File: src/sv/dsd_ram.sv
// Simple dual-port RAM, registered read.
`timescale 1ns / 1ps
module dsd_ram #(
  parameter int DEPTH = 16,
  parameter int WIDTH = 8
) (
  input  logic                     clk,
  input  logic                     wr_en,
  input  logic [$clog2(DEPTH)-1:0] wr_addr,
  input  logic [WIDTH-1:0]         wr_data,
  input  logic [$clog2(DEPTH)-1:0] rd_addr,
  output logic [WIDTH-1:0]         rd_data
);
  logic [WIDTH-1:0] mem [DEPTH];
  logic [WIDTH-1:0] rd_data_r;

  always_ff @(posedge clk) begin
    if (wr_en) begin
      mem[wr_addr] <= wr_data;
    end
    rd_data_r <= mem[rd_addr];
  end

  assign rd_data = rd_data_r;

endmodule

File: config.mk
export PLATFORM = sky130hd
export DESIGN_NAME = dsd_ram
export DESIGN_NICKNAME = d
export VERILOG_FILES = /design/src/sv/dsd_ram.sv
export SDC_FILE = /design/constraint.sdc
export NUM_CORES = 1
export LEC_CHECK = 0
export BUFFER_PORTS_ARGS = -buffer_cell sky130_fd_sc_hd__buf_2
export CORE_MARGIN = 2
export CORE_UTILIZATION = 25
export DETAILED_ROUTE_END_ITERATION = 8
export HOLD_SLACK_MARGIN = 0.06
export PLACE_DENSITY_LB_ADDON = 0.15
export SYNTH_ARGS = -nofsm -noshare
export SYNTH_HDL_FRONTEND = slang
export SYNTH_SLANG_ARGS = --single-unit
export TNS_END_PERCENT = 100
File: constraint.sdc
create_clock -name clk -period 2.2 [get_ports clk]
set_input_delay 0.44 -clock clk [delete_from_list [all_inputs] [get_ports clk]]
set_output_delay 0.44 -clock clk [all_outputs]
set_load 0.03 [all_outputs]
==> impl_metrics.json <==
{
  "outcome": "finished clean",
  "detail-route-antenna-nets": 0,
  "clkTransAtPathRegs_ns": 0.06,
  "combPwrFrac_pct": 5.1,
  "cts_buffers": 17,
  "worst-slew-pin-transition_ns": 0.445,
  "die_w_um": 147,
  "hold_buffers": 0,
  "clock_skew_ns": 0.00910,
  "diodes": 0,
  "vias_per_cell": 4.22,
  "end_kind": "output pin",
  "path_delay_family": "flip-flops",
  "crit_type": "flip-flop to output pin",
  "cts_root_buffer": "clkbuf_16",
  "critPathBufInv": 1,
  "synth_seq_cells": 136,
  "power.share.switching_pct": 20.6,
  "cts_resized": 0,
  "grt_pass1_vias": 2586,
  "clock_path_buffers": 2,
  "min_period_ns": 1.47,
  "dp.cells": 536,
  "synth_edf_count": 128,
  "path_cells": "buf_2",
  "grt_remaining_overflow": 0,
  "period_share_pct": 66.8,
  "rr_worst_depth": 3,
  "regArea_um2": 4000,
  "grt_max_degree": 27,
  "intPower_mw": 4.78,
  "layoutNonFillerInstCount": 568,
  "synthDistinctLibCells": 19,
  "ys_seq_area_share_pct": 77.8,
  "r2r_end": "rd_data[1]",
  "min_path_type": "primary input to flip-flop",
  "antenna_found_initial": 0,
  "die_h_um": 147,
  "p_per_area_nw_per_um2": 956,
  "drc_errors": 0,
  "fillers": 1930,
  "r2r_start": "mem[4][1]",
  "p_seq_share_pct": 48.4,
  "power_leakage_nw": 2.09,
  "finalNetCount": 303,
  "cap_violations": 0,
  "synth_warnings": 0,
  "switchingPower_mw": 1.24,
  "rsz0062_at_grt": "no",
  "num_rows": 52,
  "grt_util_all_layers_pct": 11.0,
  "crit_end": "rd_data[7]",
  "slew_viol_final": 0,
  "drt_iter0_drc": 155,
  "slowest_delay_ns": 0.39,
  "clkPwrFrac_pct": 46.5,
  "core_area_um2": 20200,
  "finalPower_mw": 6.02,
  "synthArstFlopShare_pct": 0,
  "cts.htree.levels": 4,
  "initial_core_util_pct": 25.4,
  "cp_num_cells": 1,
  "cp_slowest_cell": "dfxtp_1",
  "post_cts_buffers": 0,
  "clk_latency_ns": 0.41,
  "areaGrowthSynthToFinish_pct": 22.4,
  "drt-total-wl_mm": 11.1,
  "cts_tree": "yes",
  "drive_gt1_share_pct": 31.9,
  "grt_pass1_wl_mm": 16.5,
  "cp-start-kind": "flip-flop",
  "wl_per_cell_um": 19.6,
  "multi_input_area_um2": 1060,
  "syn-num-nets": 247,
  "synth_cells": 229,
  "hold_violations": 0,
  "port-buffer-count": 25,
  "setup_ws_ns": 0.729,
  "crit_path_start": "rd_data[7]",
  "dpl.hpwl_mm": 7.29,
  "setup_violations": 0,
  "vias": 2395,
  "synth_area_per_cell_um2": 22.5,
  "dpl_worst_slack_ns": 0.273,
  "cts.sinks": 136,
  "rrSetupSlack_ns": 0.83,
  "drt_first_pass_iters": 4,
  "dieArea_um2": 21800,
  "io_pins": 26,
  "slew-limit-headroom_pct": 70.3,
  "synth-main-ff-cell": "edfxtp_1",
  "syn_area_um2": 5150,
  "cp.required_ns": 1.76,
  "arrival_ns": 1.03,
  "setup_tns_ns": 0,
  "ir_drop_uv": 520,
  "cp_max_fo": 1,
  "fmax_mhz": 680,
  "gp_congestion": 0.712
}
[cell type report]
| type | count | area share [%] |
|---|---|---|
| tap | 270 | 5.36 |
| multi-input combinational | 83 | 16.8 |
| sequential | 136 | 63.5 |
| clock inverter | 14 | 2.50 |
| clock buffer | 18 | 6.81 |
| timing repair buffer | 47 | 5.00 |
[layout by cell type, fill, tap and decap left out, drive strengths merged]
cell,synthesis,final
dfxtp,8,8
nand3,1,1
or3b,1,1
and2,1,1
nand3b,2,2
nor2,13,13
nand2,9,9
edfxtp,128,128
buf,7,47
bufinv,0,3
clkinv,0,5
and2b,1,1
clkinvlp,0,6
clkbuf,0,18
mux4,32,32
a22oi,16,16
nor2b,1,1
nand2b,2,2
nor3,4,4
[logic make-up (layout without fill, tap and decap cells)]
group                  count (synthesis)  in the layout  share of synthesized area, %
DFF                                  136            136                          77.8
buffers and inverters                 10             79                          1.68
AOI/OAI and AO/OA                     16             16                          2.33
muxes                                 32             32                          15.0
and+or+nand+nor                       35             35                          3.18
[stage by stage]
stage,hold WS [ns],util [%],area [um2]
after floorplan,0.539,-,5150
after global placement,0.663,28.2,5710
after CTS,0.414,31.1,6300
after global routing,0.415,31.1,6300
after detailed placement,0.676,28.2,5710
final,0.420,31.1,6300
[worst min path at each step]
stage / cells past startpoint / start / slack [ns] / to
global placement: 3 / mem[11][6] / 0.66 / rd_data[6]
detailed placement: 3 / mem[14][7] / 0.68 / rd_data[7]
finish: 1 / wr_data[6] / 0.42 / mem[4][6]
CTS: 1 / wr_data[2] / 0.41 / mem[0][2]
floorplan: 0 / wr_data[0] / 0.54 / mem[0][0]
global route: 1 / wr_data[2] / 0.41 / mem[3][2]
[cells in the mapped netlist (all sizes together) (2+ instances only)]
cell / number / area, um2
clkdlybuf4s25: 3 / 30.0
mux4: 32 / 773
nor3: 4 / 20.0
nor2: 13 / 48.8
edfxtp: 128 / 3840
nand3b: 2 / 15.0
dfxtp: 8 / 160
a22oi: 16 / 120
nand2b: 2 / 12.5
nand2: 9 / 33.8
buf: 7 / 56.3
[registers in the layout (all words and copies together), names as in the netlist]
name,cells
mem,128
rd_data,8
[power by group through the flow]
stage | clock, mW | combinational (mW) | sequential [mW]
detailed placement | 0 | 0.321 | 2.97
global placement | 0 | 0.318 | 2.97
floorplan | 0 | 0.147 | 3.00
CTS | 2.86 | 0.322 | 2.92
global route | 2.99 | 0.339 | 2.92
finish | 2.80 | 0.309 | 2.92
[routing by layer]
metal,GRT usage [%],share of wire (%),vias up
li1,-,-,1084
met1,14.8,48,1245
met2,16.8,48,50
met3,3.55,3.2,16
met4,3.80,1.7,0
met5,0,0,-
(Power assumes the default switching activity.)
