### src/sv/dsd_pkg.sv
// Shared constants, types and helpers of the spectral difference core.
`timescale 1ns / 1ps
package dsd_pkg;

  localparam int MAX_BANDS   = 256;
  localparam int MAX_LAG     = 8;
  localparam int SAMPLE_BITS = 16;

  localparam int HW_W   = 7;
  localparam int LAGC_W = 4;
  localparam int BCC_W  = 9;
  localparam int CFG_W  = 9;
  localparam int IDX_W  = 2;

  localparam int NSLOT  = MAX_LAG + 1;
  localparam int SLOT_W = $clog2(NSLOT);
  localparam int LAG_W  = $clog2(MAX_LAG + 1);
  localparam int BIN_W  = $clog2(MAX_BANDS);
  localparam int CNT_W  = $clog2(MAX_BANDS + 1);
  localparam int DEPTH  = NSLOT * MAX_BANDS;
  localparam int ADDR_W = $clog2(DEPTH);
  localparam int SUM_W  = CNT_W + SAMPLE_BITS + 1;
  localparam int OUT_W  = SAMPLE_BITS + 1;
  localparam int IN_TW  = ((SAMPLE_BITS + 7) / 8) * 8;
  localparam int OUT_TW = ((OUT_W + 7) / 8) * 8;

  localparam logic [IDX_W-1:0] CFG_HALF_WINDOW = 2'd0;
  localparam logic [IDX_W-1:0] CFG_FRAME_LAG   = 2'd1;
  localparam logic [IDX_W-1:0] CFG_BAND_COUNT  = 2'd2;

  typedef logic [SAMPLE_BITS-1:0] sample_t;

  typedef enum logic [2:0] {
    ST_IDLE,
    ST_INIT,
    ST_WIN,
    ST_SUM,
    ST_DIVGO,
    ST_DIVWAIT,
    ST_DONE
  } state_t;

  typedef struct packed {
    logic clr;    // clear running maximum
    logic step;   // fold sample into maximum, shift samples down
    logic shift;  // shift maxima down towards cell 0
  } cell_ctl_t;

  function automatic sample_t smax(input sample_t a, input sample_t b);
    return (a > b) ? a : b;
  endfunction

endpackage

### src/sv/dsd_cell.sv
// One bin cell: holds a sample and a running window maximum.
`timescale 1ns / 1ps
module dsd_cell (
  input  logic              clk,
  input  dsd_pkg::cell_ctl_t ctl,
  input  logic              wr_en,
  input  dsd_pkg::sample_t  wr_data,
  input  dsd_pkg::sample_t  s_next,
  input  dsd_pkg::sample_t  m_next,
  output dsd_pkg::sample_t  s_q,
  output dsd_pkg::sample_t  m_q
);
  import dsd_pkg::*;

  sample_t s_r, m_r;

  always_ff @(posedge clk) begin
    if (wr_en) begin
      s_r <= wr_data;
    end else if (ctl.step) begin
      s_r <= s_next;
    end
    if (ctl.clr) begin
      m_r <= '0;
    end else if (ctl.step) begin
      m_r <= smax(m_r, s_r);
    end else if (ctl.shift) begin
      m_r <= m_next;
    end
  end

  assign s_q = s_r;
  assign m_q = m_r;

endmodule

### config.mk
export PLATFORM = sky130hd
export DESIGN_NAME = dsd_cell
export DESIGN_NICKNAME = d
export VERILOG_FILES = /design/src/sv/dsd_pkg.sv /design/src/sv/dsd_cell.sv
export SDC_FILE = /design/constraint.sdc
export NUM_CORES = 1
export LEC_CHECK = 0
export BUFFER_PORTS_ARGS = -buffer_cell sky130_fd_sc_hd__clkbuf_2
export CORE_MARGIN = 5
export CORE_UTILIZATION = 51
export DETAILED_ROUTE_END_ITERATION = 6
export GPL_TIMING_DRIVEN = 0
export HOLD_SLACK_MARGIN = 0.05
export PLACE_DENSITY_LB_ADDON = 0.12
export SETUP_SLACK_MARGIN = 0.15
export SYNTH_ARGS = -nofsm -noshare
export SYNTH_HDL_FRONTEND = slang
export SYNTH_SLANG_ARGS = --single-unit
### constraint.sdc
create_clock -name clk -period 5.6 [get_ports clk]
set_input_delay 1.12 -clock clk [delete_from_list [all_inputs] [get_ports clk]]
set_output_delay 1.12 -clock clk [all_outputs]
set_load 0.03 [all_outputs]
==> flow_metrics.tcl, run 1 <==
set metrics [dict create \
    status "completed" \
    grt_antenna_before_repair 0 \
    relSlewSlack_pct 57.7 \
    power-per-cell-area_mw_per_mm2 286 \
    min_path_type "flop to flop" \
    finalSetupViolations 0 \
    cts_root_buffer "clkbuf_8" \
    n_antenna_cell 0 \
    finalCriticalPeriod_ns 2.62 \
    first_pass_iters 4 \
    rsz0062_at_grt "no" \
    slew_violations 0 \
    syn_area_mm2 0.00200 \
    fmax_mhz 381 \
    tns_ns 0 \
    ys_seq_area_share_pct 40.0 \
    critPathCaptureType "flop" \
    yosys_warnings 0 \
    min_from "m_q[13]$_SDFFE_PP0P_" \
    grt-ovfl-total 0 \
    drtIter0Drc 57 \
    finalNetCount 338 \
    core-area_mm2 0.00374 \
    rows 22 \
    leakagePower_nw 1.32 \
    fillCellCount 319 \
    chipWidth_um 72.6 \
    start_util_pct 53.4 \
    synth_cell_types 31 \
    boundaryPins 85 \
    portBuffers 83 \
    die_h_um 72.6 \
    startpoint_type "input port" \
    arrival_ns 2.79 \
    path_clk_slew_ns 0.07 \
    layout-drive-gt1-share_pct 47.4 \
    grt_max_degree 17 \
    dpl.hpwl_um 3620 \
    areaGrowthSynthToFinish_pct 29.3 \
    cts_setup_buffers 0 \
    layout.cells.non_filler 318 \
    avgSynthCellArea_um2 11.2 \
    dr_total_vias 1583 \
    wirelength_um 4480 \
    syn_inst 179 \
    cts_tree "built" \
    post_cts_resized 0 \
    grt_usage_pct 17.6 \
    drv_cap 0 \
    critical_path_class "input port to flop" \
    clock_sinks 32 \
    worstPathRequired_ns 5.77 \
    insertion_delay_ns 0.28 \
    synth-seq-cells 32 \
    syn_nets 248 \
    routedWlPerCell_um 14.1 \
    finClkSkew_ns 0.00164 \
    grt_pass1_wl_um 7150 \
    hold_violations 0 \
    grt_pass1_vias 1621 \
    cts_buffer_depth 2 \
    multi_input_area_mm2 0.00108 \
    ir_drop_mv 0.188 \
    critPathLaunch "ctl[1]" \
    r2r_start "s_q[15]$_DFFE_PP_" \
    dp.cells 310 \
    tightest_slew_ns 0.635 \
    die_area_mm2 0.00528 \
    cts_buffers 5 \
    gp_congestion 0.806 \
    path_max_fanout 10 \
    cts-htree-levels 2 \
    seqCellArea_um2 801 \
    period_share_pct 46.8 \
    detail_route.vias_per_cell 4.98 \
    drc 0 \
    antenna_left 0 \
    hold_buffers 0 \
]
## layer usage
| metal | GRT usage, % | vias to the layer above | part of all wire, % |
|---|---|---|---|
| met5 | 0 | - | 0 |
| met1 | 21.9 | 729 | 43 |
| met2 | 28.7 | 47 | 49 |
| met3 | 7.02 | 2 | 7.8 |
| li1 | - | 805 | - |
| met4 | 4.30 | 0 | 0.40 |
## synthesized netlist by cell type
| library cell | number | area, um2 |
|---|---|---|
| nand4_1 | 2 | 12.5 |
| o211ai_1 | 1 | 7.51 |
| nand3_1 | 1 | 5.00 |
| o31a_1 | 1 | 8.76 |
| nor2_1 | 17 | 63.8 |
| nor3_1 | 1 | 5.00 |
| or2_2 | 1 | 6.26 |
| inv_1 | 16 | 60.1 |
| and4_1 | 1 | 8.76 |
| dfxtp_1 | 16 | 320 |
| nand2_1 | 3 | 11.3 |
| nor2b_1 | 17 | 106 |
| ha_1 | 16 | 200 |
| a2111oi_0 | 1 | 8.76 |
| mux2_2 | 22 | 248 |
| a21boi_0 | 1 | 7.51 |
| a21oi_2 | 1 | 8.76 |
| a31oi_1 | 1 | 6.26 |
| a21o_1 | 1 | 7.51 |
| a311o_1 | 1 | 10.0 |
| mux2_4 | 10 | 150 |
| nand3b_1 | 1 | 7.51 |
| a21oi_1 | 4 | 20.0 |
| edfxtp_1 | 16 | 480 |
| buf_12 | 1 | 20.0 |
| mux2i_1 | 16 | 160 |
| clkbuf_1 | 6 | 22.5 |
| buf_6 | 1 | 11.3 |
| o21ai_1 | 1 | 5.00 |
| nor4_1 | 1 | 6.26 |
| buf_2 | 1 | 5.00 |
## cells by family after synthesis
family                   Yosys count  synth area share [%]
flip-flops                        32                  40.0
AND/OR/NAND/NOR                   45                  11.6
adder cells (fa/ha/maj)           16                  10.0
AO/OA/AOI/OAI                     13                  4.50
buffers and inverters             25                  5.94
multiplexers                      48                  27.9
## cell type report
class	instances	area share, %
multi-input cells	122	41.8
clock buffers	5	2.66
plain buffers	9	2.27
repair buffers	83	16.1
well taps	48	2.32
inverters	16	2.32
clock inverters	3	1.64
flip-flops and latches	32	30.9
## layout by cell type, fill, tap and decap left out, drive strengths merged, types with 2 or more instances in the layout
master / instances
mux2: 32
ha: 16
mux2i: 16
inv: 16
buf: 3
edfxtp: 16
nand4: 2
dfxtp: 16
nor2: 17
a21oi: 5
nand2: 3
nor2b: 17
clkbuf: 94
## path summary, 6_finish.rpt
| path | end | cells past startpoint | slack (ns) |
|---|---|---|---|
| worst min-delay path | m_q[13]$_SDFFE_PP0P_ | 2 | 0.65 |
| worst max-delay path | m_q[9]$_SDFFE_PP0P_ | 8 | 2.98 |
| worst min register to register | m_q[13]$_SDFFE_PP0P_ | 2 | 0.65 |
| worst max register to register | m_q[9]$_SDFFE_PP0P_ | 9 | 3.19 |
## sequential cells by signal, indices dropped and copies added, names as in the netlist
| name | cells |
|---|---|
| m_q | 16 |
| s_q | 16 |
## critical path: stages
cell and delay [ns]:
clkbuf_2 0.09, clkbuf_1 0.49, nor2b_1 0.13, a31oi_1 0.19, o31a_1 0.17, buf_6 0.14, buf_12 0.15, mux2_4 0.30
## power by group
part	leakage (nW)	internal (mW)	switching (mW)	total, mW
Combinational	0.970	0.0970	0.125	0.222
Clock	0.0541	0.132	0.0882	0.220
Sequential	0.295	0.276	0.0225	0.298
## metrics by stage
step	utilization, %	setup slack (ns)	power [mW]	hold WS, ns	cell area, um2
after floorplan	-	3.06	0.458	0.817	2000
after global placement	66.1	2.70	0.523	0.617	2480
after detailed placement	66.1	2.70	0.527	0.633	2480
after CTS	69.1	2.96	0.748	0.652	2590
after global routing	69.1	2.85	0.783	0.678	2590
final	69.1	2.98	0.740	0.648	2590
(Power assumes the default switching activity.)
==> run 2: changes to the inputs <==
--- a/config.mk
+++ b/config.mk
@@ -7,7 +7,7 @@
 export LEC_CHECK = 0
 export BUFFER_PORTS_ARGS = -buffer_cell sky130_fd_sc_hd__clkbuf_2
 export CORE_MARGIN = 5
-export CORE_UTILIZATION = 51
+export CORE_UTILIZATION = 43
 export DETAILED_ROUTE_END_ITERATION = 6
 export GPL_TIMING_DRIVEN = 0
 export HOLD_SLACK_MARGIN = 0.05
==> constraint.sdc (replaced) <==
create_clock -name clk -period 2.2 [get_ports clk]
set_input_delay 0.44 -clock clk [delete_from_list [all_inputs] [get_ports clk]]
set_output_delay 0.44 -clock clk [all_outputs]
set_load 0.03 [all_outputs]
==> run 2 against run 1 <==
Critical path type is now flop to flop. Count of clock-buffer cells in the layout rose by 2. Global-route usage is 1.9 points lower. The flow now finishes with violations (setup timing). Sequential share of layout area is 1.9 points lower.
==> flow_metrics.tcl, run 2 (same netlist as run 1, synthesis figures left out) <==
set metrics [dict create \
    status "finished, violations left" \
    violations "setup timing" \
    cts_buffers 5 \
    clock_sinks 32 \
    grt_antenna_before_repair 0 \
    areaGrowthSynthToFinish_pct 38.0 \
    n_antenna_cell 0 \
    routedWlPerCell_um 14.8 \
    drv_cap 0 \
    startpoint_type "flop" \
    ir_drop_mv 0.401 \
    min_path_type "input port to flop" \
    holdPathEnd "s_q[14]$_DFFE_PP_" \
    p_total_mw 1.86 \
    chipWidth_um 78.2 \
    finalSetupViolations 9 \
    grt-ovfl-total 0 \
    drtIter0Drc 45 \
    critPathLaunch "s_q[9]$_DFFE_PP_" \
    dr_total_vias 1635 \
    cts_buffer_depth 2 \
    cts_tree "built" \
    dpl.hpwl_um 3760 \
    cp_cell_sequence "inv_1 -> ha_4 -> a21oi_2 -> nor3_1 -> a311o_1 -> o31a_1 -> buf_6 -> buf_12 -> mux2_4" \
    dp_slack_ns -0.138 \
    critPathCaptureType "flop" \
    whs_path_depth 2 \
    core-area_mm2 0.00444 \
    place_area_mm2 0.00254 \
    layout-drive-gt1-share_pct 55.5 \
    fmax_mhz 452 \
    boundaryPins 85 \
    min_from "s_next[14]" \
    start_util_pct 45.0 \
    reg2reg_depth 9 \
    hold_buffers 0 \
    arrival_ns 2.37 \
    reg2reg_to "m_q[8]$_SDFFE_PP0P_" \
    first_pass_iters 4 \
    fillCellCount 395 \
    gp_congestion 0.744 \
    period_share_pct 101 \
    hold_violations 0 \
    antenna_left 0 \
    cp_slowest_stage_delay_ns 0.42 \
    rows 24 \
    worstPathRequired_ns 2.36 \
    reg2reg_slack_ns -0.01 \
    leakagePower_nw 1.37 \
    final_area_mm2 0.00276 \
    final_common_cell "clkbuf_2" \
    r2r_start "s_q[9]$_DFFE_PP_" \
    tns_ns -0.0618 \
    rsz0062_at_grt "yes" \
    grt_pass1_wl_um 7650 \
    finalNetCount 349 \
    relSlewSlack_pct 63.8 \
    die_area_mm2 0.00612 \
    path_max_fanout 10 \
    path_clk_slew_ns 0.07 \
    drc 0 \
    tightest_slew_ns 0.542 \
    insertion_delay_ns 0.28 \
    detail_route.vias_per_cell 4.91 \
    final_cell_mix "clkbuf_2 (85), mux2_2 (22), nor2_1 (17), nor2b_1 (17)" \
    slew_violations 0 \
    whs_ns 0.455 \
    grt_usage_pct 15.7 \
    cts_root_buffer "clkbuf_8" \
    slowest_stage "edfxtp_1" \
    finalCriticalPeriod_ns 2.21 \
    wirelength_um 4920 \
    critical_path_class "flop to flop" \
    worst_slack_ns -0.0125 \
    grt_pass1_vias 1659 \
    portBuffers 83 \
    power-per-cell-area_mw_per_mm2 674 \
    finClkSkew_ns 0.0117 \
    die_h_um 78.2 \
    cts-htree-levels 2 \
    grt_max_degree 17 \
]
==> run 2: cell types whose count changed in the layout (fill, tap and decap cells not counted), moves of 2 or more <==
cell,delta
ha_4,+6
inv_2,+5
inv_1,-5
buf_4,+11
ha_1,-6
clkbuf_2,+2
nand2_1,-2
==> run 2: report_power, final <==
group,internal (mW),total [mW],switching (mW)
Sequential,0.701,0.759,0.0576
Clock,0.222,0.438,0.216
Combinational,0.304,0.664,0.360
Total,1.23,1.86,0.633
==> run 2: what timing repair did <==
action / in CTS / in global routing
gates resized for setup: 6 / 7
setup buffers: 10 / 1
pin swaps: 4 / 2
endpoints found under the setup margin: 18 / 19
==> run 2: worst max-delay path by stage <==
| stage | end | cells after the start |
|---|---|---|
| final | m_q[8]$_SDFFE_PP0P_ | 9 |
| after CTS | m_q[7]$_SDFFE_PP0P_ | 10 |
| after global routing | m_q[8]$_SDFFE_PP0P_ | 10 |
| after floorplan | m_q[10]$_SDFFE_PP0P_ | 9 |
| after detailed placement | s_q[5]$_DFFE_PP_ | 4 |
| after global placement | s_q[12]$_DFFE_PP_ | 4 |
==> run 2: cell type report <==
class                           instances  area, um2  share of cell area [%]
Multi-Input combinational cell        122       1190                    43.3
Sequential cell                        32        801                    29.0
Timing Repair Buffer                   94        498                    18.0
Clock buffer                            7       76.3                    2.76
Tap cell                               52       65.1                    2.36
Buffer                                  9       61.3                    2.22
Inverter                               16       60.1                    2.17
Clock inverter                          1       5.00                   0.181
==> run 2: worst max-delay path, delay by kind of cell, from the launching register on <==
family	cells	cell delay [ns]
fa+ha+maj	1	0.21
mux	1	0.29
simple gates	1	0.06
buf+inv	3	0.39
flops	1	0.42
compound gates	3	0.71
==> run 2: per-layer routing <==
| layer | wire length, um | track usage, % |
|---|---|---|
| met1 | 2140 | 18.6 |
| met5 | 0 | 0 |
| met3 | 275 | 4.81 |
| met2 | 2480 | 28.1 |
| met4 | 19 | 3.15 |
==> run 2: metrics by stage <==
step	cells	utilization, %
after floorplan	179	-
final	333	62.1
after CTS	332	61.2
after global routing	333	62.1
after global placement	314	57.2
after detailed placement	314	57.2
