**config.mk**
```make
export PLATFORM = sky130hd
export DESIGN_NAME = dsd_div
export DESIGN_NICKNAME = d
export VERILOG_FILES = /design/src/sv/dsd_pkg.sv /design/src/sv/dsd_div.sv
export SDC_FILE = /design/constraint.sdc
export NUM_CORES = 1
export LEC_CHECK = 0
export BUFFER_PORTS_ARGS = -buffer_cell sky130_fd_sc_hd__buf_2
export CAP_MARGIN = 25
export CORE_ASPECT_RATIO = 1.25
export CORE_UTILIZATION = 51
export CTS_CLUSTER_DIAMETER = 80
export DETAILED_ROUTE_END_ITERATION = 7
export PLACE_DENSITY = 0.77
export SLEW_MARGIN = 20
export SYNTH_ARGS = -nofsm -noshare
export SYNTH_HDL_FRONTEND = slang
export SYNTH_SLANG_ARGS = --single-unit
```
**constraint.sdc**
```tcl
create_clock -name clk -period 2.27 [get_ports clk]
set_clock_uncertainty 0.15 [all_clocks]
set_input_delay 0.1135 -clock clk [delete_from_list [all_inputs] [get_ports clk]]
set_output_delay 0.1135 -clock clk [all_outputs]
set_load 0.01 [all_outputs]
```
**src/sv/dsd_pkg.sv**
```systemverilog
// Shared constants, types and helpers of the spectral difference core.
`timescale 1ns / 1ps
package dsd_pkg;

  localparam int MAX_BANDS   = 256;
  localparam int MAX_LAG     = 8;
  localparam int SAMPLE_BITS = 16;

  localparam int HW_W   = 7;
  localparam int LAGC_W = 4;
  localparam int BCC_W  = 9;
  localparam int CFG_W  = 9;
  localparam int IDX_W  = 2;

  localparam int NSLOT  = MAX_LAG + 1;
  localparam int SLOT_W = $clog2(NSLOT);
  localparam int LAG_W  = $clog2(MAX_LAG + 1);
  localparam int BIN_W  = $clog2(MAX_BANDS);
  localparam int CNT_W  = $clog2(MAX_BANDS + 1);
  localparam int DEPTH  = NSLOT * MAX_BANDS;
  localparam int ADDR_W = $clog2(DEPTH);
  localparam int SUM_W  = CNT_W + SAMPLE_BITS + 1;
  localparam int OUT_W  = SAMPLE_BITS + 1;
  localparam int IN_TW  = ((SAMPLE_BITS + 7) / 8) * 8;
  localparam int OUT_TW = ((OUT_W + 7) / 8) * 8;

  localparam logic [IDX_W-1:0] CFG_HALF_WINDOW = 2'd0;
  localparam logic [IDX_W-1:0] CFG_FRAME_LAG   = 2'd1;
  localparam logic [IDX_W-1:0] CFG_BAND_COUNT  = 2'd2;

  typedef logic [SAMPLE_BITS-1:0] sample_t;

  typedef enum logic [2:0] {
    ST_IDLE,
    ST_INIT,
    ST_WIN,
    ST_SUM,
    ST_DIVGO,
    ST_DIVWAIT,
    ST_DONE
  } state_t;

  typedef struct packed {
    logic clr;    // clear running maximum
    logic step;   // fold sample into maximum, shift samples down
    logic shift;  // shift maxima down towards cell 0
  } cell_ctl_t;

  function automatic sample_t smax(input sample_t a, input sample_t b);
    return (a > b) ? a : b;
  endfunction

endpackage

```
**src/sv/dsd_div.sv**
```systemverilog
// Restoring divider, one quotient bit a cycle, truncates toward zero.
`timescale 1ns / 1ps
module dsd_div (
  input  logic                           clk,
  input  logic                           rst_n,
  input  logic                           start,
  input  logic signed [dsd_pkg::SUM_W-1:0] dividend,
  input  logic [dsd_pkg::CNT_W-1:0]      divisor,
  output logic                           done,
  output logic signed [dsd_pkg::OUT_W-1:0] quotient
);
  import dsd_pkg::*;

  localparam int STEP_W = $clog2(SUM_W + 1);

  logic              busy_r, done_r, neg_r;
  logic [STEP_W-1:0] step_r;
  logic [CNT_W:0]    rem_r;
  logic [SUM_W-1:0]  quo_r;
  logic [CNT_W:0]    rem_sh;
  logic              fits;
  logic [SUM_W-1:0]  quo_signed;

  assign rem_sh = {rem_r[CNT_W-1:0], quo_r[SUM_W-1]};
  assign fits   = rem_sh >= {1'b0, divisor};

  always_ff @(posedge clk) begin
    if (!rst_n) begin
      busy_r <= 1'b0;
      done_r <= 1'b0;
      step_r <= '0;
    end else begin
      done_r <= 1'b0;
      if (start) begin
        busy_r <= 1'b1;
        step_r <= '0;
      end else if (busy_r) begin
        if (step_r == STEP_W'(SUM_W - 1)) begin
          busy_r <= 1'b0;
          done_r <= 1'b1;
        end
        step_r <= step_r + 1'b1;
      end
    end
  end

  always_ff @(posedge clk) begin
    if (start) begin
      neg_r <= dividend[SUM_W-1];
      quo_r <= dividend[SUM_W-1] ? SUM_W'(-dividend) : SUM_W'(dividend);
      rem_r <= '0;
    end else if (busy_r) begin
      rem_r <= fits ? (rem_sh - {1'b0, divisor}) : rem_sh;
      quo_r <= {quo_r[SUM_W-2:0], fits};
    end
  end

  assign quo_signed = neg_r ? (~quo_r + 1'b1) : quo_r;
  assign quotient   = quo_signed[OUT_W-1:0];
  assign done       = done_r;

endmodule

```
==> out/qor.txt, run 1 <==
Worst setup SP type: register
Syn_nets: 398
Most instantiated library cell after synthesis: nor2_1
Status: finished with violations
Gpl congestion: 0.829
Clk slew on worst S/H paths: 0.08 ns
Top cells by area, synth: edfxtp_1 (26%), dfxtp_1 (10%), xor2_1 (7.5%)
Cell count after synthesis: 346
Final Cell Area: 3930 um^2
Buf+Inv Stages, Crit Path: 1
Final Worst Setup Slack: -0.151 ns
FILL cells: 499
TritonCTS Sinks: 43
Post-route DRC: 0
Flop-to-flop setup slack: -0.15 ns
Tot GR Track Use: 21.7%
Max Transition Viols Final: 0
Leakage: 1.65 nW
Worst slew pin tran: 0.619 ns
Via count: 2686
Worst EP arrival: 2.16 ns
Die Ht: 90.0 um
Failing checks: negative setup slack
Crit end category: primary output
Pwr dens: 617 nW/um^2
Storage element area: 1130 um^2
Root buffer cell: clkbuf_8
Hold Path Class: input pin to register
Final WL: 6700 um
CP max stage cell: edfxtp_1
Synth cell types: 54
Area of the die: 6520 um^2
DIE WIDTH: 72.4 um
Reg-to-reg startpoint: quo_r[25]
Tmin final: 2.42 ns
Worst hold endpoint: quo_r[0]
Endpoints failing setup: 16
Synth warnings: 0
Yosys top cell area share: 25.6%
Ys async rst share: 0%
Cell Area, Synth: 3160 um^2
Crit path kind: register to primary output
Sequential area share after synthesis: 35.8%
Row cnt: 31
Initial DRT Pass Iterations: 4
Crit-path leading delay family: simple AND/OR/NAND/NOR gates
Hold path cells: 3
CP Cell Sequence: or3_4, or3_4, or2_4, o31ai_4, xnor2_1, buf_2
CTS tree: done
Vias in the first global route: 2591
Final nets: 473
First DRT Iteration DRCs: 139
EDFF count, synth: 27
Core area: 5900 um^2
Skew-Pair Late Insertion Delay: 0.29 ns
Max clock buf depth: 2
Req. time, crit path: 2.01 ns
Critical Path Max Stage Delay: 0.41 ns
Util after Layout: 66.6%
Peak VDD IR: 0.000397 V
Largest net degree at the start of global routing: 61
Top FF cell, synth: edfxtp_1
DPL Wire Length: 4920 um
Tcrit/Tclk final: 107%
Worst path most repeated cell: or3_4
Antenna Cells: 0
Yosys top cell by area: edfxtp_1
Via density: 5.33
Overflow left after global routing: 0
Crit-path max FO: 3
Hold Crit Start: dividend[0]
Initial Util: 53.6%
Top cells by count, synth: nor2_1 (45), a21oi_1 (31), edfxtp_1 (27), xor2_1 (27), nand2_1 (23)
Depth of the CTS H-tree: 2
Wire length per cell: 13.3 um
DP Area: 3620 um^2
Max-cap viol count: 0
Routed Antenna Nets: 0
Final hold vios: 0
FMAX: 0.413 GHz
Flops & latches, synth: 43
Syn avg cell area: 9.14 um^2
Post-Place Setup Slack: -0.188 ns
Area grow syn2layout: 24.2%
Port buffer count: 55
Relative slew slack: 58.7%
Worst reg-to-reg path cell count: 10
Initial antenna violation count: 0
IO Count: 56
Cts bufs inserted: 5
Share of layout cells above drive strength 1: 29.6%
Area of the multi-input gates: 1980 um^2
Reg2reg end: rem_r[3]
RSZ-0062 raised after global routing: yes
First-pass GRT wire length: 11500 um
[through the flow]
| step | setup TNS (ns) | total power, mW | hold slack (ns) | instances |
|---|---|---|---|---|
| finish | -1.36 | 2.42 | 0.0549 | 504 |
| global route | -2.87 | 2.57 | 0.0773 | 504 |
| CTS | -1.08 | 2.40 | 0.0524 | 500 |
| detailed placement | -1.57 | 1.66 | 0.205 | 487 |
| global placement | -0.599 | 1.65 | 0.198 | 487 |
| floorplan | -0.0763 | 1.44 | 0.0624 | 346 |
[cell type report]
class	count	area share, %
sequential	43	28.8
inverter	19	1.82
clock buffer	6	1.85
clock inverter	2	1.53
multi-input combinational	268	50.5
timing repair buffer	84	12.9
tap	82	2.61
[flip-flops by register name (all words and copies together), names as in the netlist]
name and count:
quo_r 26, neg_r 1, done 1, busy_r 1, rem_r 9, step_r 5
[tightest hold or removal path, delay by kind of cell]
kind / cells / cell delay [ns]
AOI/OAI and AO/OA: 1 / 0.11
buffers and inverters: 2 / 0.17
[cells in the final DEF (no fill, tap or decap), types with 5 or more instances in the layout]
cell	n
buf_2	55
nor2_1	44
a21oi_1	29
xor2_1	27
edfxtp_1	27
buf_4	25
nand2_1	23
xnor2_1	19
inv_1	16
dfxtp_1	16
ha_1	12
o21ai_0	11
o31ai_1	10
or3_4	5
o41ai_1	5
nand3_1	5
and3_1	5
a211oi_1	5
clkbuf_8	5
[cell families (layout without fill, tap and decap cells)]
family          after synthesis  count (layout)  synth area share [%]
simple gates                115             115                  19.6
compound gates               87              87                  19.6
xor+xnor                     46              46                  12.7
flops                        43              43                  35.8
buf+inv                      35             111                  4.55
fa+ha+maj                    14              14                  5.78
mux                           6               6                  1.94
[metal layers]
| layer | vias to the layer above | part of all wire [%] | global-route usage [%] | routed length (um) |
|---|---|---|---|---|
| met4 | 0 | 0.72 | 5.72 | 48 |
| met3 | 4 | 3.7 | 3.59 | 246 |
| met2 | 58 | 50 | 36.8 | 3380 |
| li1 | 1400 | - | - | - |
| met5 | - | 0 | 0 | 0 |
| met1 | 1224 | 45 | 28.2 | 3030 |
[where the power goes]
part	leakage [nW]	total [mW]	switching, mW	internal [mW]
clock	0.0654	0.704	0.264	0.440
combinational	1.19	0.734	0.379	0.355
sequential	0.397	0.986	0.0653	0.921
[timing repair]
item	CTS	global route
endpoints found under the hold margin	1	0
setup endpoints to repair	17	17
pin swaps	12	4
buffers inserted	4	4
gates resized for setup	15	9
hold buffers	1	0
[worst max path at each step]
stage               slack [ns]      endpoint      start  depth (start not counted)
floorplan                -0.08      rem_r[0]  quo_r[25]                         10
global placement         -0.08      quo_r[0]  quo_r[25]                         10
detailed placement       -0.19      rem_r[3]  quo_r[25]                         10
CTS                      -0.15  quotient[16]   quo_r[9]                          6
global route             -0.25      rem_r[1]  quo_r[25]                         10
finish                   -0.15  quotient[16]   quo_r[9]                          6
No activity file was read; power rests on OpenSTA's default activity.
==> run 2, diff against run 1 <==
--- a/config.mk
+++ b/config.mk
@@ -5,13 +5,13 @@
 export SDC_FILE = /design/constraint.sdc
 export NUM_CORES = 1
 export LEC_CHECK = 0
-export BUFFER_PORTS_ARGS = -buffer_cell sky130_fd_sc_hd__buf_2
 export CAP_MARGIN = 25
 export CORE_ASPECT_RATIO = 1.25
-export CORE_UTILIZATION = 51
+export CORE_UTILIZATION = 52
 export CTS_CLUSTER_DIAMETER = 80
 export DETAILED_ROUTE_END_ITERATION = 7
-export PLACE_DENSITY = 0.77
+export DONT_BUFFER_PORTS = 1
+export PLACE_DENSITY = 0.7
 export SLEW_MARGIN = 20
 export SYNTH_ARGS = -nofsm -noshare
 export SYNTH_HDL_FRONTEND = slang
==> run 2 against run 1 <==
  * The flow still finishes with violations (negative setup slack)
  * Fmax increased by 2.9%
  * Setup slack improved by 0.068 ns
  * Via count increased by 2.3%
  * Worst hold slack got worse by 0.039 ns
  * Design area decreased by 1.8%
  * Cell count decreased by 9.7%
  * Count of clock-buffer cells in the layout decreased by 1
  * Routed wire length increased by 11%
  * Die area decreased by 1.9%
  * Sequential cell count unchanged
  * Critical endpoint unchanged
==> out/qor.txt, run 2 (synthesis results as in run 1) <==
Worst hold endpoint: quo_r[24]
IO Count: 56
Most frequent cells in the layout: nor2_1 (45), a21oi_1 (31), dlygate4sd3_1 (29)
Final Worst Setup Slack: -0.0832 ns
Cts bufs inserted: 5
Root buffer cell: clkbuf_8
DPL Wire Length: 4850 um
Die Ht: 89.2 um
Endpoints failing setup: 8
Cell Count, Final, Fillers Out: 455
Area of the die: 6400 um^2
Util after Layout: 66.3%
Vias in the first global route: 2582
Max-cap viol count: 0
Via density: 6.04
Worst reg-to-reg path cell count: 10
Setup TNS: -0.316 ns
Failing checks: negative setup slack
TritonCTS Sinks: 43
Tmin final: 2.35 ns
Flop-to-flop setup slack: -0.04 ns
DIE WIDTH: 71.7 um
Wire length per cell: 16.4 um
Initial antenna violation count: 0
Crit-path max FO: 3
Area grow syn2layout: 21.9%
Worst EP arrival: 2.09 ns
Largest regs: quo_r: 26 flops, rem_r: 9 flops, step_r: 5 flops
Critical Path Max Stage Delay: 0.40 ns
Post-route DRC: 0
Worst slew pin tran: 0.766 ns
Most common cell after layout, fill and taps aside: nor2_1
Buf+Inv Stages, Crit Path: 0
Power, Total: 2.18 mW
Row cnt: 31
First-pass GRT wire length: 11900 um
Status: finished with violations
Reg-to-reg startpoint: quo_r[25]
Initial DRT Pass Iterations: 4
DP Cell Count: 408
CTS tree: done
Peak VDD IR: 0.000366 V
RSZ-0062 raised after global routing: yes
Final Cell Area: 3850 um^2
Max clock buf depth: 2
Max reg flops: 26
Tot GR Track Use: 23.7%
Share of layout cells above drive strength 1: 16.5%
Post-Place Setup Slack: -0.167 ns
Core area: 5820 um^2
Port buffer count: 0
Routed Antenna Nets: 0
Pwr dens: 564 nW/um^2
Relative slew slack: 48.9%
Largest net degree at the start of global routing: 61
Crit-path leading delay family: simple AND/OR/NAND/NOR gates
Crit path kind: register to primary output
Leakage: 1.53 nW
DP Area: 3260 um^2
Overflow left after global routing: 0
Final WL: 7450 um
Skew-Pair Late Insertion Delay: 0.30 ns
Req. time, crit path: 2.01 ns
Hold WS: 0.0159 ns
Antenna Cells: 0
FMAX: 0.425 GHz
Max Transition Viols Final: 0
Clk slew on worst S/H paths: 0.09 ns
Gpl congestion: 0.875
Initial Util: 54.3%
CP max stage cell: or3_4
Worst path most repeated cell: or3_4
FILL cells: 485
Reg2reg end: rem_r[6]
Via count: 2749
Tcrit/Tclk final: 104%
Hold Crit Start: dividend[25]
Final nets: 440
Hold Path Class: input pin to register
Final hold vios: 0
First DRT Iteration DRCs: 159
CP Cell Sequence: or3_4, or3_4, or2_4, o31ai_4, xnor2_2
Hold path cells: 3
Worst setup SP type: register
Depth of the CTS H-tree: 2
Crit end category: primary output
Most flops, register: quo_r
run 2: repair_timing:
item	CTS	global route
pin swaps	7	4
hold endpoints to repair	43	0
setup buffers	5	4
setup endpoints to repair	17	17
hold buffers	30	0
gates resized for setup	13	9
run 2: worst max path at each step:
| stage | slack (ns) | end | start | depth (start not counted) |
|---|---|---|---|---|
| 5_1_grt | -0.21 | rem_r[3] | quo_r[25] | 10 |
| 3_3_place_gp | -0.09 | rem_r[2] | quo_r[25] | 9 |
| 4_1_cts | -0.11 | quotient[16] | quo_r[9] | 5 |
| 6_report | -0.08 | quotient[16] | quo_r[9] | 5 |
| 2_1_floorplan | -0.08 | rem_r[0] | quo_r[25] | 10 |
| 3_5_place_dp | -0.17 | rem_r[2] | quo_r[25] | 9 |
run 2: worst register-to-register path, delay by kind of cell (launching register included):
kind                     cells  cell delay, ns
multiplexers                 1            0.11
buffers and inverters        3            0.27
adder cells (fa/ha/maj)      2            0.46
AO/OA/AOI/OAI                4            0.85
flip-flops                   1            0.39
run 2: area by class of cell:
class	instances	area [um^2]	share of cell area (%)
Sequential cell	43	1130	29.3
Clock buffer	5	68.8	1.79
Timing Repair Buffer	51	472	12.2
Multi-Input combinational cell	268	2000	52.0
Clock inverter	3	26.3	0.682
Inverter	19	71.3	1.85
Tap cell	66	82.6	2.14
run 2: power breakdown:
group	internal [mW]	switching (mW)	total, mW
clock	0.227	0.297	0.523
combinational	0.321	0.338	0.659
sequential	0.921	0.0721	0.993
run 2: routing by layer:
| layer | share of wire [%] | track usage, % | routed length, um | up-vias |
|---|---|---|---|---|
| li1 | - | - | - | 1342 |
| met1 | 42 | 27.7 | 3130 | 1293 |
| met2 | 51 | 42.9 | 3820 | 96 |
| met3 | 4.7 | 4.17 | 351 | 18 |
| met4 | 2.1 | 9.63 | 156 | 0 |
| met5 | 0 | 0 | 0 | - |
==> run 3, diff against run 2 <==
--- a/config.mk
+++ b/config.mk
@@ -5,13 +5,13 @@
 export SDC_FILE = /design/constraint.sdc
 export NUM_CORES = 1
 export LEC_CHECK = 0
+export ABC_AREA = 1
 export CAP_MARGIN = 25
 export CORE_ASPECT_RATIO = 1.25
-export CORE_UTILIZATION = 52
+export CORE_UTILIZATION = 45
 export CTS_CLUSTER_DIAMETER = 80
 export DETAILED_ROUTE_END_ITERATION = 7
 export DONT_BUFFER_PORTS = 1
-export PLACE_DENSITY = 0.7
 export SLEW_MARGIN = 20
 export SYNTH_ARGS = -nofsm -noshare
 export SYNTH_HDL_FRONTEND = slang
==> run 3 against run 2 <==
  * The run now ends clean
  * Non-clock buffer count down 20
  * Total power shrank 9.3%
  * Critical path type unchanged
  * Count of clock-buffer cells in the layout grew 2
  * Core utilization down 13 points
  * Clock power down 5.0%
  * Sequential cell count stayed put
  * Cell count rose by 40%
  * Routed wire length increased by 17%
  * Highest routed layer unchanged
  * Fmax rose by 9.1%
  * Die area rose by 26%
  * Combinational power shrank 23%
  * Largest power group unchanged
==> out/qor.txt, run 3 <==
Status: finished clean
Buf+Inv Stages, Crit Path: 1
Cts bufs inserted: 5
Crit-path leading delay family: simple AND/OR/NAND/NOR gates
EDFF count, synth: 27
Max Transition Viols Final: 0
Routed Antenna Nets: 0
Most instantiated library cell after synthesis: nand2_1
Leakage: 1.87 nW
Yosys top cell area share: 23.4%
Sw Ratio: 31.3%
Initial antenna violation count: 0
Row cnt: 35
FMAX: 0.464 GHz
Synth warnings: 0
Cell Area, Synth: 3470 um^2
Gpl congestion: 0.851
Max reg flops: 26
First DRT Iteration DRCs: 105
Top cells by area, synth: edfxtp_1 (23%), nand2_1 (17%), dfxtp_1 (9.2%)
Crit end category: primary output
CTS tree: done
Depth of the CTS H-tree: 2
Crit-path max FO: 3
Max-cap viol count: 0
Via density: 5.21
Pwr dens: 497 nW/um^2
Largest regs: quo_r: 26 flops, rem_r: 9 flops, step_r: 5 flops
Max clock buf depth: 2
Setup TNS: 0 ns
Area of the multi-input gates: 2030 um^2
Tcrit/Tclk final: 95.0%
Initial Util: 46.8%
Endpoints failing setup: 0
Comb power frac: 25.7%
Syn_nets: 573
Via count: 3331
Largest net degree at the start of global routing: 32
Crit path kind: register to primary output
Hold Path Class: input pin to register
Clk slew on worst S/H paths: 0.08 ns
Final hold vios: 0
Overflow left after global routing: 0
Final nets: 598
Tot GR Track Use: 22.6%
Vias in the first global route: 3149
Ys async rst share: 0%
Worst EP arrival: 1.89 ns
Hold WS: 0.0160 ns
Internal: 1.36 mW
Cell count after synthesis: 521
Port buffer count: 0
Initial DRT Pass Iterations: 4
Storage element area: 1130 um^2
Sequential Power Share: 49.1%
Die Ht: 100 um
Antenna Cells: 0
CP Cell Sequence: inv_2, ha_4, nand3_4, nor2_2, nand2_2, nor2_4, nand3_1, nand2_1, xor2_2
CP max stage cell: edfxtp_1
Worst setup SP type: register
Clock share of power: 25.2%
Most frequent cells in the layout: nand2_1 (152), inv_1 (67), nand3_1 (62)
Relative slew slack: 49.7%
Flops & latches, synth: 43
First-pass GRT wire length: 14000 um
TritonCTS Sinks: 43
Worst slew pin tran: 0.754 ns
Hold path cells: 3
Syn avg cell area: 6.65 um^2
Area of the die: 8060 um^2
Yosys top cell by area: edfxtp_1
Top FF cell, synth: edfxtp_1
Critical Path Max Stage Delay: 0.50 ns
CP Depth: 9
Skew-Pair Late Insertion Delay: 0.29 ns
Worst reg-to-reg path cell count: 10
Root buffer cell: clkbuf_8
Post-route DRC: 0
Peak VDD IR: 0.000378 V
Req. time, crit path: 2.01 ns
Share of layout cells above drive strength 1: 7.50%
Synth cell types: 39
Most flops, register: quo_r
Tmin final: 2.16 ns
Top cells by count, synth: nand2_1 (154), inv_1 (68), nand3_1 (63)
Util after Layout: 53.6%
Wire length per cell: 13.7 um
Area grow syn2layout: 14.5%
FILL cells: 745
IO Count: 56
Sequential area share after synthesis: 32.6%
Final WL: 8740 um
DPL Wire Length: 6270 um
Sw power: 0.618 mW
Most common cell after layout, fill and taps aside: nand2_1
Core area: 7400 um^2
DIE WIDTH: 80.5 um
==> run 3: cell types whose count changed after synthesis, sizes merged, moves of 7 or more <==
cell / before / now
nand2: 23 / 160
nand3: 5 / 64
inv: 18 / 75
a21oi: 31 / 8
o21ai: 11 / 27
xnor2: 19 / 4
o31ai: 15 / 2
nor2: 45 / 57
xor2: 27 / 18
a211oi: 8 / 1
o41ai: 7 / 0
==> run 3: cell type report <==
type	count	share of cell area [%]
clock buffer	7	2.18
inverter	78	7.44
tap	92	2.90
sequential	43	28.5
multi-input combinational	387	51.3
clock inverter	1	0.126
timing repair buffer	31	7.57
==> run 3: kinds of logic (layout without fill, tap and decap cells) <==
| family | Yosys count | in the layout | synth area share (%) |
|---|---|---|---|
| DFF | 43 | 43 | 32.6 |
| buffers and inverters | 91 | 117 | 10.1 |
| xor gates and xnor gates | 22 | 22 | 5.56 |
| AOI/OAI and AO/OA | 45 | 45 | 7.22 |
| adders and majority gates | 14 | 14 | 5.27 |
| and+or+nand+nor | 306 | 306 | 39.2 |
==> run 3: per-layer routing <==
metal	up-vias	wire, um	GRT usage, %
met4	0	59	5.22
met2	53	4800	44.0
li1	1726	-	-
met3	4	346	3.91
met5	-	0	0
met1	1548	3540	24.7
==> run 3: through the flow <==
step	instances	setup WS (ns)	area [um^2]	power, mW
floorplan	521	0.356	3470	1.34
global placement	603	0.232	3550	1.41
detailed placement	603	0.192	3550	1.41
CTS	638	0.00483	3920	1.97
global route	639	-0.00164	3970	2.10
finish	639	0.113	3970	1.97
==> run 3: worst register-to-register path, delay by kind of cell (launching register included) <==
family                     cells  cell delay (ns)
adders and majority gates      2             0.56
buffers and inverters          2             0.14
and+or+nand+nor                5             0.56
DFF                            1             0.36
AOI/OAI and AO/OA              1             0.07
==> run 3: worst paths after layout <==
kind / startpoint / endpoint / slack [ns]
setup / recovery: quo_r[0] / quotient[10] / 0.11
hold / removal: dividend[18] / quo_r[18] / 0.02
setup reg to reg: quo_r[25] / quo_r[0] / 0.18
hold reg to reg: rem_r[7] / rem_r[7] / 0.33
==> run 3: timing repair <==
item / in CTS / in global routing
endpoints found under the setup margin: 2 / 5
pin swaps: 0 / 5
setup buffers: 0 / 1
hold endpoints to repair: 40 / 0
hold buffers: 27 / 0
resized for setup: 2 / 12
==> run 3: power by group through the flow <==
stage	logic (mW)	registers [mW]	clock network (mW)
after floorplan	0.378	0.961	0
after detailed placement	0.429	0.984	0
after global placement	0.424	0.982	0
final	0.507	0.970	0.497
after CTS	0.489	0.966	0.511
after global routing	0.574	0.979	0.544
